**config.mk**
```make
export PLATFORM = sky130hd
export DESIGN_NAME = cruise_control_mode_fsm_unit
export DESIGN_NICKNAME = d
export VERILOG_FILES = /design/src/ccmf_pkg.sv /design/src/ccmf_in_reg.sv /design/src/ccmf_core.sv /design/src/ccmf_out_reg.sv /design/src/cruise_control_mode_fsm_unit.sv
export VERILOG_INCLUDE_DIRS = /design/src /design/src/src
export SDC_FILE = /design/constraint.sdc
export NUM_CORES = 1
export LEC_CHECK = 0
export ABC_AREA = 1
export BUFFER_PORTS_ARGS = -buffer_cell sky130_fd_sc_hd__buf_4
export CAP_MARGIN = 5
export CELL_PAD_IN_SITES_DETAIL_PLACEMENT = 0
export CELL_PAD_IN_SITES_GLOBAL_PLACEMENT = 2
export CORE_MARGIN = 1.5
export CORE_UTILIZATION = 36
export CTS_BUF_LIST = sky130_fd_sc_hd__clkbuf_4
export DETAILED_ROUTE_END_ITERATION = 8
export GPL_TIMING_DRIVEN = 0
export PLACE_DENSITY_LB_ADDON = 0.3
export SYNTH_ARGS = -nofsm -noshare
export SYNTH_HDL_FRONTEND = slang
export SYNTH_SLANG_ARGS = --single-unit
```
**constraint.sdc**
```tcl
create_clock -name clk -period 4 [get_ports clk]
set_clock_uncertainty 0.05 [all_clocks]
set_input_delay 0.4 -clock clk [delete_from_list [all_inputs] [get_ports clk]]
set_output_delay 0.4 -clock clk [all_outputs]
set_load 0.02 [all_outputs]
```
**src/cruise_control_mode_fsm_unit_assert.svh**
```systemverilog
// ----------------------------------------------------------------------------
// Assertion macros for the cruise control mode unit
// Clocked on clk, disabled while arst_n is low.
// ----------------------------------------------------------------------------
`ifndef CRUISE_CONTROL_MODE_FSM_UNIT_ASSERT_SVH
`define CRUISE_CONTROL_MODE_FSM_UNIT_ASSERT_SVH

// same-cycle implication
`define CCMF_ASSERT_SAME(lbl, ante, cons, msg) \
	lbl: assert property (@(posedge clk) disable iff (!arst_n) (ante) |-> (cons)) \
		else $error(msg);

// next-cycle implication
`define CCMF_ASSERT_NEXT(lbl, ante, cons, msg) \
	lbl: assert property (@(posedge clk) disable iff (!arst_n) (ante) |=> (cons)) \
		else $error(msg);

`endif

```
**src/ccmf_pkg.sv**
```systemverilog
// ----------------------------------------------------------------------------
// ccmf_pkg
// Shared types and constants for the cruise control mode unit.
// ----------------------------------------------------------------------------
package ccmf_pkg;

	localparam int DEFAULT_SPEED_BITS = 8;
	localparam int OP_W               = 4;
	localparam int SPD_IN_W           = 8;
	localparam int CMD_W              = 2;

	typedef enum logic [OP_W-1:0] {
		OP_SPEED    = 4'd0,
		OP_TURN_ON  = 4'd1,
		OP_TURN_OFF = 4'd2,
		OP_SET      = 4'd3,
		OP_INC      = 4'd4,
		OP_DEC      = 4'd5,
		OP_RESUME   = 4'd6,
		OP_BRAKE    = 4'd7,
		OP_GAS      = 4'd8
	} op_t;

	typedef enum logic [2:0] {
		MODE_INACTIVE = 3'd0,
		MODE_IDLE     = 3'd1,
		MODE_ACTIVE   = 3'd2,
		MODE_HOLD     = 3'd3,
		MODE_STANDBY  = 3'd4
	} mode_t;

	typedef enum logic [CMD_W-1:0] {
		CMD_ACCEL = 2'd0,
		CMD_DECEL = 2'd1,
		CMD_STOP  = 2'd2
	} cmd_t;

	// registered event word handed to the core
	typedef struct packed {
		logic                valid;
		logic [OP_W-1:0]     op;
		logic [SPD_IN_W-1:0] spd;
	} evt_t;

	// result of one event, before the output register
	typedef struct packed {
		logic valid;
		cmd_t cmd;
	} res_t;

endpackage

```
**src/ccmf_in_reg.sv**
```systemverilog
// ----------------------------------------------------------------------------
// ccmf_in_reg
// Input register for event words; holds while the core cannot advance.
// ----------------------------------------------------------------------------
module ccmf_in_reg (
	input  logic                          clk,
	input  logic                          arst_n,
	input  logic                          event_valid,
	output logic                          event_stall,
	input  logic [ccmf_pkg::OP_W-1:0]     operation,
	input  logic [ccmf_pkg::SPD_IN_W-1:0] speed_value,
	input  logic                          adv,
	output ccmf_pkg::evt_t                evt
);

	logic                          valid_s1;
	logic [ccmf_pkg::OP_W-1:0]     op_s1;
	logic [ccmf_pkg::SPD_IN_W-1:0] spd_s1;

	assign event_stall = valid_s1 && !adv;

	always_ff @(posedge clk or negedge arst_n) begin
		if (!arst_n) begin
			valid_s1 <= 1'b0;
		end else if (!event_stall) begin
			valid_s1 <= event_valid;
		end
	end

	always_ff @(posedge clk) begin
		if (event_valid && !event_stall) begin
			op_s1  <= operation;
			spd_s1 <= speed_value;
		end
	end

	assign evt.valid = valid_s1;
	assign evt.op    = op_s1;
	assign evt.spd   = spd_s1;

endmodule

```
**src/ccmf_core.sv**
```systemverilog
// ----------------------------------------------------------------------------
// ccmf_core
// Mode state machine, set/measured speed registers and command decision.
// ----------------------------------------------------------------------------
module ccmf_core #(
	parameter int SPEED_BITS = ccmf_pkg::DEFAULT_SPEED_BITS
) (
	input  logic           clk,
	input  logic           arst_n,
	input  ccmf_pkg::evt_t evt,
	input  logic           adv,
	output ccmf_pkg::res_t res
);

	ccmf_pkg::mode_t       mode_q, mode_d;
	logic [SPEED_BITS-1:0] target_q, target_d;
	logic [SPEED_BITS-1:0] meas_q, meas_d;
	logic                  engaged_q, engaged_d;
	logic [SPEED_BITS-1:0] spd_w;
	logic                  take;

	// sample taken modulo 2^SPEED_BITS (zero-extended when wider)
	assign spd_w = SPEED_BITS'(evt.spd);
	assign take  = evt.valid && adv;

	// next state
	always_comb begin
		mode_d   = mode_q;
		target_d = target_q;
		meas_d   = meas_q;
		case (ccmf_pkg::op_t'(evt.op))
			ccmf_pkg::OP_SPEED: begin
				meas_d = spd_w;
				if (mode_q == ccmf_pkg::MODE_STANDBY && spd_w <= target_q) begin
					mode_d = ccmf_pkg::MODE_ACTIVE;
				end
			end
			ccmf_pkg::OP_TURN_ON: begin
				if (mode_q == ccmf_pkg::MODE_INACTIVE) begin
					mode_d = ccmf_pkg::MODE_IDLE;
				end
			end
			ccmf_pkg::OP_TURN_OFF: begin
				mode_d = ccmf_pkg::MODE_INACTIVE;
			end
			ccmf_pkg::OP_SET: begin
				if (mode_q == ccmf_pkg::MODE_IDLE || mode_q == ccmf_pkg::MODE_HOLD ||
				    mode_q == ccmf_pkg::MODE_STANDBY) begin
					mode_d   = ccmf_pkg::MODE_ACTIVE;
					target_d = meas_q;
				end
			end
			ccmf_pkg::OP_INC: begin
				if (mode_q == ccmf_pkg::MODE_ACTIVE && target_q != '1) begin
					target_d = target_q + 1'b1;
				end
			end
			ccmf_pkg::OP_DEC: begin
				if (mode_q == ccmf_pkg::MODE_ACTIVE && target_q != '0) begin
					target_d = target_q - 1'b1;
				end
			end
			ccmf_pkg::OP_RESUME: begin
				if (mode_q == ccmf_pkg::MODE_HOLD) begin
					mode_d = ccmf_pkg::MODE_ACTIVE;
				end
			end
			ccmf_pkg::OP_BRAKE: begin
				if (mode_q == ccmf_pkg::MODE_ACTIVE || mode_q == ccmf_pkg::MODE_STANDBY) begin
					mode_d = ccmf_pkg::MODE_HOLD;
				end
			end
			ccmf_pkg::OP_GAS: begin
				if (mode_q == ccmf_pkg::MODE_ACTIVE) begin
					mode_d = ccmf_pkg::MODE_STANDBY;
				end
			end
			default: begin
			end
		endcase
	end

	// outputs: regulate while active, one stop on leaving
	always_comb begin
		engaged_d = engaged_q;
		res.valid = 1'b0;
		res.cmd   = ccmf_pkg::CMD_ACCEL;
		if (mode_d == ccmf_pkg::MODE_ACTIVE) begin
			engaged_d = 1'b1;
			if (meas_d < target_d) begin
				res.valid = evt.valid;
				res.cmd   = ccmf_pkg::CMD_ACCEL;
			end else if (meas_d > target_d) begin
				res.valid = evt.valid;
				res.cmd   = ccmf_pkg::CMD_DECEL;
			end
		end else if (engaged_q) begin
			engaged_d = 1'b0;
			res.valid = evt.valid;
			res.cmd   = ccmf_pkg::CMD_STOP;
		end
	end

	always_ff @(posedge clk or negedge arst_n) begin
		if (!arst_n) begin
			mode_q    <= ccmf_pkg::MODE_INACTIVE;
			target_q  <= '0;
			meas_q    <= '0;
			engaged_q <= 1'b0;
		end else if (take) begin
			mode_q    <= mode_d;
			target_q  <= target_d;
			meas_q    <= meas_d;
			engaged_q <= engaged_d;
		end
	end

endmodule

```
**src/ccmf_out_reg.sv**
```systemverilog
// ----------------------------------------------------------------------------
// ccmf_out_reg
// Result register for command words; holds the core while a stalled word waits.
// ----------------------------------------------------------------------------
module ccmf_out_reg (
	input  logic                       clk,
	input  logic                       arst_n,
	input  ccmf_pkg::res_t             res,
	output logic                       adv,
	output logic                       cmd_valid,
	input  logic                       cmd_stall,
	output logic [ccmf_pkg::CMD_W-1:0] command
);

	logic           cmd_valid_s2;
	ccmf_pkg::cmd_t cmd_s2;

	// register is free when empty or being taken this cycle
	assign adv = !cmd_valid_s2 || !cmd_stall;

	always_ff @(posedge clk or negedge arst_n) begin
		if (!arst_n) begin
			cmd_valid_s2 <= 1'b0;
		end else if (adv) begin
			cmd_valid_s2 <= res.valid;
		end
	end

	always_ff @(posedge clk) begin
		if (adv && res.valid) begin
			cmd_s2 <= res.cmd;
		end
	end

	assign cmd_valid = cmd_valid_s2;
	assign command   = cmd_s2;

endmodule

```
**src/cruise_control_mode_fsm_unit.sv**
```systemverilog
// ----------------------------------------------------------------------------
// cruise_control_mode_fsm_unit
// Cruise control mode controller: event words in, regulation commands out.
// ----------------------------------------------------------------------------
// Takes one event word per cycle (speed sample, turn on/off, set, increase,
// decrease, resume, brake, gas) and returns zero or one command word for it,
// in order. While active it asks to accelerate or decelerate toward the set
// speed (nothing when equal); the first event that finds it no longer active
// after regulating yields one stop word. Set-speed steps saturate at the
// ends of the SPEED_BITS range; speed samples are taken modulo 2^SPEED_BITS.
// Throughput is one event per cycle while the command side keeps up; each
// event word passes the input register, then the mode logic, and its
// command word is registered in the result register before the output.
// A command word held in the result register by a stall freezes the
// core: the input register keeps its event word and the event side
// stalls until the command word is taken.
// ----------------------------------------------------------------------------
`include "cruise_control_mode_fsm_unit_assert.svh"

module cruise_control_mode_fsm_unit #(
	parameter int SPEED_BITS = ccmf_pkg::DEFAULT_SPEED_BITS
) (
	input  logic                          clk,
	input  logic                          arst_n,
	// event channel
	input  logic                          event_valid,
	output logic                          event_stall,
	input  logic [ccmf_pkg::OP_W-1:0]     operation,
	input  logic [ccmf_pkg::SPD_IN_W-1:0] speed_value,
	// command channel
	output logic                          cmd_valid,
	input  logic                          cmd_stall,
	output logic [ccmf_pkg::CMD_W-1:0]    command
);

	ccmf_pkg::evt_t evt;   // registered event word
	ccmf_pkg::res_t res;   // decision for that word
	logic           adv;   // result register can take a word

	ccmf_in_reg u_in (
		.clk         (clk),
		.arst_n      (arst_n),
		.event_valid (event_valid),
		.event_stall (event_stall),
		.operation   (operation),
		.speed_value (speed_value),
		.adv         (adv),
		.evt         (evt)
	);

	ccmf_core #(
		.SPEED_BITS (SPEED_BITS)
	) u_core (
		.clk    (clk),
		.arst_n (arst_n),
		.evt    (evt),
		.adv    (adv),
		.res    (res)
	);

	ccmf_out_reg u_out (
		.clk       (clk),
		.arst_n    (arst_n),
		.res       (res),
		.adv       (adv),
		.cmd_valid (cmd_valid),
		.cmd_stall (cmd_stall),
		.command   (command)
	);

	// checks
	`CCMF_ASSERT_SAME(a_stall_only_when_full, event_stall, evt.valid, "stall with empty input stage")
	`CCMF_ASSERT_SAME(a_result_needs_event, res.valid, evt.valid, "result without an event")
	`CCMF_ASSERT_NEXT(a_result_lands, res.valid && adv, cmd_valid, "result word dropped")
	`CCMF_ASSERT_NEXT(a_held_event_stable, evt.valid && !adv, $stable(evt.op), "held event changed")

endmodule
```
==> flow_metrics.tcl, run 1 <==
set metrics [dict create \
    cpMostUsedCell "nand2_1" \
    diodes 0 \
    nets 430 \
    instances_no_fill 495 \
    ys.warnings.count 0 \
    die_area_um2 8040 \
    cts_buffer_depth 2 \
    clk_latency_ps 350 \
    antenna_found_initial 0 \
    cts_max_level 2 \
    grt_pass1_vias 2260 \
    synth_area_leaders "dfrtp_1, edfxtp_1, nand2_1" \
    end_kind "flop" \
    root_buffer "clkbuf_4" \
    syn2layout_area_growth_pct 12.3 \
    yosys.area.top_type_share_pct 20.4 \
    grt_setup_unrepaired "no" \
    viasPerCell 4.93 \
    dp_cells 486 \
    power_density_nw_per_um2 653 \
    post_cts_buffers 0 \
    yosysMostFrequentCell "nand2_1" \
    grt_overflow 0 \
    die_w_um 89.6 \
    drv_slew 0 \
    finalHoldViolCount 0 \
    start_kind "flop" \
    drc 0 \
    avgSynthCellArea_um2 7.34 \
    pin_count 20 \
    drt_iter0_markers 107 \
    fin_area_um2 3040 \
    reg2reg_slack_ps 480 \
    dp_hpwl_um 5570 \
    max_freq_mhz 284 \
    r2r_end "u_out.command[1]" \
    slowest_stage "edfxtp_1" \
    synthArstFlopShare_pct 61.1 \
    hold_depth 1 \
    critPathKind "flop to flop" \
    whs_endpoint "u_in.spd_s1[2]" \
    relSlewSlack_pct 57.8 \
    worstReg2RegStart "u_in.op_s1[3]" \
    synthCells 368 \
    synthesis.area_um2 2700 \
    dpl_cell_area_um2 2970 \
    tritoncts "done" \
    grt.met1_usage_pct 27.0 \
    coreArea_um2 7250 \
    p_leak_nw 1.45 \
    setup_viol 0 \
    dr.pass1.iters 4 \
    outcome "finished, final reports clean" \
    period_needed_ps 3520 \
    grt_max_degree 23 \
    path_buf_inv 4 \
    ys_ff_latch 36 \
    cp_max_fo 7 \
    antenna_left 0 \
    wl_per_cell_um 14.4 \
    grt_usage_pct 19.2 \
    met2_usage_pct 30.7 \
    hp-class "primary input to flop" \
    worst_ir_drop_vdd_v 0.000218 \
    path_clk_slew_ps 110 \
    finalPower_mw 1.98 \
    setup_tns_ps 0 \
    worst-slew-pin-transition_ps 631 \
    yosysUniqueCellTypes 38 \
    met3_usage_pct 2.29 \
    syn_nets 403 \
    synth.largest_area_cell "dfrtp_1" \
    worstPathRequired_ps 4010 \
    drive_gt1_share_pct 14.4 \
    routed_wl_um 7150 \
    cp_top_family "simple AND/OR/NAND/NOR gates" \
    cts_buffers 5 \
    fillers 787 \
    slowest_delay_ps 520 \
    cts.sinks 36 \
    synth_edf_count 14 \
    hp-start "speed_value[2]" \
    maxCapViolCount 0 \
    synth-seq-area-share_pct 35.9 \
    worstPathCellList "inv_1, nand2_1, nor2_1, inv_1, o2111ai_1, nand2_1, nand2_1, inv_1, ha_1, inv_1, nor2_1, o21ai_0, nand2_1, nand2_1, o211ai_1, nand2_1, a21o_1, nand3_1, nand2_1, nor2_1" \
    busiest_layer "met2" \
    grt_pass1_wl_um 11400 \
    synthFlopType "dfrtp_1" \
    vias 2440 \
    finalCritPeriodShare_pct 88.1 \
    num_rows 31 \
    cp.arrival_ps 3530 \
    floorplan.die.height_um 89.6 \
    portBuffers 19 \
    start_util_pct 37.3 \
    synth_common_cells "nand2_1, inv_1, o21ai_0" \
    reg2reg_depth 20 \
    gp_congestion 0.808 \
]
-- state kept, by name, indices dropped and copies added, names as in the netlist --
signal            count
u_core.engaged_q      1
u_core.target_q       8
u_out.command         2
u_in.op_s1            4
u_in.valid_s1         1
u_core.mode_q         3
u_core.meas_q         8
u_out.cmd_valid       1
u_in.spd_s1           8
-- power breakdown --
group          leakage (nW)  switching (mW)  internal, mW
registers             0.422           0.100         0.505
clock network        0.0293           0.130        0.0737
logic                 0.996           0.774         0.400
-- what timing repair did --
action / in CTS / in global routing
resized for setup: 0 / 0
hold endpoints to repair: 22 / 0
hold buffers: 1 / 0
-- per-stage QoR --
stage          util, %  setup WS, ps  hold slack, ps
6_report          41.8           477             168
3_5_place_dp      40.9           513             277
5_1_grt           41.8           167             148
3_3_place_gp      40.9           517             275
4_1_cts           41.8           475             159
2_1_floorplan        -          1020            54.4
-- per-layer routing --
metal  wire [µm]  part of all wire [%]  up-vias
met5           0                     0        -
met4         147                   2.1        0
met3         214                   3.0        8
met2        3190                    45       55
met1        3590                    50     1101
li1            -                     -     1276
-- layout by cell type (no fill, tap or decap), drive strengths merged --
cell type / instances
dlygate4sd3: 1
nand3: 27
ha: 19
buf: 25
o32ai: 1
nor3: 3
a21oi: 17
a221oi: 3
a21boi: 1
dfrtp: 22
nor3b: 1
o2111ai: 1
a22oi: 1
clkinv: 1
nand2: 111
nor2: 32
edfxtp: 14
nand4: 5
o211ai: 4
clkbuf: 8
a21o: 2
clkinvlp: 1
xor2: 4
a31oi: 2
o21ai: 36
o22ai: 2
inv: 52
-- how the worst max path moves through the flow --
stage | startpoint | end | slack [ps] | cells past startpoint
final | u_in.op_s1[3] | u_out.command[1] | 480 | 20
after global routing | u_in.op_s1[3] | u_out.command[1] | 170 | 20
after CTS | u_in.op_s1[3] | u_out.command[1] | 470 | 20
after detailed placement | u_in.op_s1[3] | u_out.command[1] | 510 | 20
after global placement | u_in.op_s1[3] | u_out.command[0] | 520 | 20
after floorplan | u_core.target_q[0] | u_out.command[0] | 1020 | 21
-- cells by family after synthesis --
logic type	count (synthesis)	synth area share, %
and+or+nand+nor	179	28.6
AOI/OAI and AO/OA	70	16.2
buffers and inverters	60	9.12
DFF	36	35.9
adders and majority gates	19	8.80
xor gates and xnor gates	4	1.30
-- area by class of cell --
class                   count  area, µm²  share of cell area [%]
multi-input cells         272       1490                    48.9
flip-flops and latches     36        971                    32.0
inverters                  52        198                    6.51
repair buffers             20        153                    5.03
well taps                  99        124                    4.08
plain buffers               8       48.8                    1.61
clock buffers               6       45.0                    1.48
clock inverters             2       11.3                   0.371
Note: power is estimated with default switching activity, not from simulation.
==> inputs of run 2 (changes only) <==
--- a/config.mk
+++ b/config.mk
@@ -6,13 +6,12 @@
 export SDC_FILE = /design/constraint.sdc
 export NUM_CORES = 1
 export LEC_CHECK = 0
-export ABC_AREA = 1
 export BUFFER_PORTS_ARGS = -buffer_cell sky130_fd_sc_hd__buf_4
 export CAP_MARGIN = 5
 export CELL_PAD_IN_SITES_DETAIL_PLACEMENT = 0
 export CELL_PAD_IN_SITES_GLOBAL_PLACEMENT = 2
 export CORE_MARGIN = 1.5
-export CORE_UTILIZATION = 36
+export CORE_UTILIZATION = 39
 export CTS_BUF_LIST = sky130_fd_sc_hd__clkbuf_4
 export DETAILED_ROUTE_END_ITERATION = 8
 export GPL_TIMING_DRIVEN = 0
==> flow_metrics.tcl, run 2 <==
set metrics [dict create \
    synth_area_leaders "dfrtp_1, edfxtp_1, ha_1" \
    critPathKind "flop to flop" \
    largestRegisters "u_core.meas_q x8, u_core.target_q x8, u_in.spd_s1 x8" \
    synthCells 307 \
    synth.largest_area_cell "dfrtp_1" \
    synth_xor_area_share_pct 0.317 \
    cts.sinks 36 \
    antenna_found_initial 0 \
    drv_slew 0 \
    cts_buffer_depth 2 \
    avgSynthCellArea_um2 8.99 \
    final_cell_mix "nand2_1, dfrtp_1, buf_4, a21oi_1, ha_1" \
    cts_buffers 5 \
    synth-compound-area-share_pct 22.4 \
    synthArstFlopShare_pct 61.1 \
    yosys.area.top_type_share_pct 20.0 \
    ys_ff_latch 36 \
    grt_pass1_wl_um 11900 \
    floorplan.die.height_um 87.1 \
    period_needed_ps 3690 \
    portBuffers 19 \
    cts_max_level 2 \
    root_buffer "clkbuf_4" \
    hold_slack_ps 168 \
    worstPathRequired_ps 4200 \
    finalPower_mw 1.68 \
    viasPerCell 5.58 \
    worst_ir_drop_vdd_v 0.000278 \
    end_kind "flop" \
    synthesis.area_um2 2760 \
    synth_common_cells "nand2_1, dfrtp_1, a21oi_1" \
    grt_max_degree 23 \
    worst-slew-pin-transition_ps 588 \
    die_area_um2 7590 \
    synth-seq-area-share_pct 35.2 \
    synth_edf_count 14 \
    relSlewSlack_pct 60.8 \
    vias 2404 \
    finalHoldViolCount 0 \
    pin_count 20 \
    grt_pass1_vias 2222 \
    finalCritPeriodShare_pct 92.1 \
    yosysMostFrequentCell "nand2_1" \
    drc 0 \
    syn_nets 342 \
    max_freq_mhz 271 \
    clk_latency_ps 350 \
    p_leak_nw 1.29 \
    nets 369 \
    path_clk_slew_ps 140 \
    cp.arrival_ps 3890 \
    coreArea_um2 6830 \
    cp_max_fo 6 \
    gp_congestion 0.880 \
    power_density_nw_per_um2 535 \
    synth_mux_area_share_pct 5.49 \
    drive_gt1_share_pct 18.5 \
    outcome "finished, final reports clean" \
    routed_wl_um 7580 \
    synth_top_family_by_area "simple AND/OR/NAND/NOR gates" \
    syn2layout_area_growth_pct 13.6 \
    diodes 0 \
    synth_fa_ha_area_share_pct 8.62 \
    drt_iter0_markers 212 \
    start_kind "flop" \
    yosys.area_share.simple_pct 22.9 \
    synthFlopType "dfrtp_1" \
    wl_per_cell_um 17.6 \
    antenna_left 0 \
    die_w_um 87.1 \
    hp-class "primary input to flop" \
    final_common_cell "nand2_1" \
    dp_hpwl_um 5700 \
    fillers 716 \
    dr.pass1.iters 5 \
    maxCapViolCount 0 \
    num_rows 30 \
    yosysUniqueCellTypes 66 \
    grt_usage_pct 21.2 \
    ys.warnings.count 0 \
    start_util_pct 40.4 \
    grt_overflow 0 \
    setup_viol 0 \
    grt_setup_unrepaired "no" \
    tritoncts "done" \
]
-- run 2: cell count changes in the layout (fill, tap and decap cells not counted), sizes merged, moves of 5 or more --
| cell | previous run | this run |
|---|---|---|
| nand2b | 0 | 6 |
| nor2 | 32 | 12 |
| nor3 | 3 | 8 |
| o21ai | 36 | 20 |
| mux2 | 0 | 9 |
| mux2i | 0 | 5 |
| nand3 | 27 | 9 |
| nand2 | 111 | 45 |
| inv | 52 | 18 |
| and2 | 0 | 6 |
-- run 2: area by class of cell --
cell class                 instances  area (µm²)  share of cell area, %
clock buffer                       6        45.0                   1.44
sequential                        36         972                   31.0
multi-input combinational        240        1690                   53.9
clock inverter                     2        16.3                  0.519
buffer                            13        72.6                   2.32
tap                               96         120                   3.83
inverter                          18        67.6                   2.16
timing repair buffer              20         153                   4.87
-- run 2: routing by layer --
metal / share of wire [%] / global-route usage, %
met5: 0 / 0
met4: 0.92 / 5.48
met3: 5.9 / 4.45
met2: 44 / 31.3
met1: 49 / 31.4
-- run 2: stage by stage --
stage / setup WS (ps) / instances / setup TNS [ps] / instance area (µm²) / util [%]
after CTS: 150 / 431 / 0 / 3100 / 45.4
final: 315 / 431 / 0 / 3130 / 45.9
after global routing: 6.17 / 431 / 0 / 3130 / 45.9
after global placement: -88.3 / 422 / -212 / 3020 / 44.2
after floorplan: 597 / 307 / 0 / 2760 / -
after detailed placement: -80.7 / 422 / -139 / 3020 / 44.2
-- run 2: repair_timing --
item | in CTS | in global routing
setup endpoints to repair | 3 | 3
resized for setup | 2 | 6
hold endpoints to repair | 22 | 0
buffers inserted | 0 | 0
hold buffers | 1 | 0
-- run 2: where the power goes --
group / switching (mW) / total, mW / internal (mW)
sequential: 0.0959 / 0.578 / 0.482
clock: 0.144 / 0.221 / 0.0768
combinational: 0.528 / 0.878 / 0.350
-- run 2: cell families after synthesis --
family / after synthesis
fa+ha+maj: 19
simple gates: 116
buf+inv: 31
mux: 14
compound gates: 90
xor+xnor: 1
flops: 36
-- run 2: path summary, 6_finish.rpt --
kind                            slack [ps]          startpoint            endpoint  cells after the start
worst max-delay path                   310  u_core.target_q[1]     u_out.cmd_valid                     14
worst min-delay path                   170      speed_value[4]      u_in.spd_s1[4]                      1
worst max register to register         310  u_core.target_q[1]     u_out.cmd_valid                     14
worst min register to register         480    u_core.engaged_q    u_core.engaged_q                      2
max in group asynchronous             3200              arst_n  u_core.target_q[0]                      2
min in group asynchronous              430              arst_n  u_core.target_q[5]                      2
-- run 2: worst max-delay path: stages, from the launching register on --
cell       delay (ps)
dfrtp_1           470
inv_1             120
ha_1              200
nor3b_2           180
a2111oi_2         460
nand2_1           140
xnor2_1           140
o221ai_1          210
o22ai_1           150
ha_1              300
nand2_1           110
nor4_4            380
o2111ai_1         190
o31a_1            270
a22o_1            200
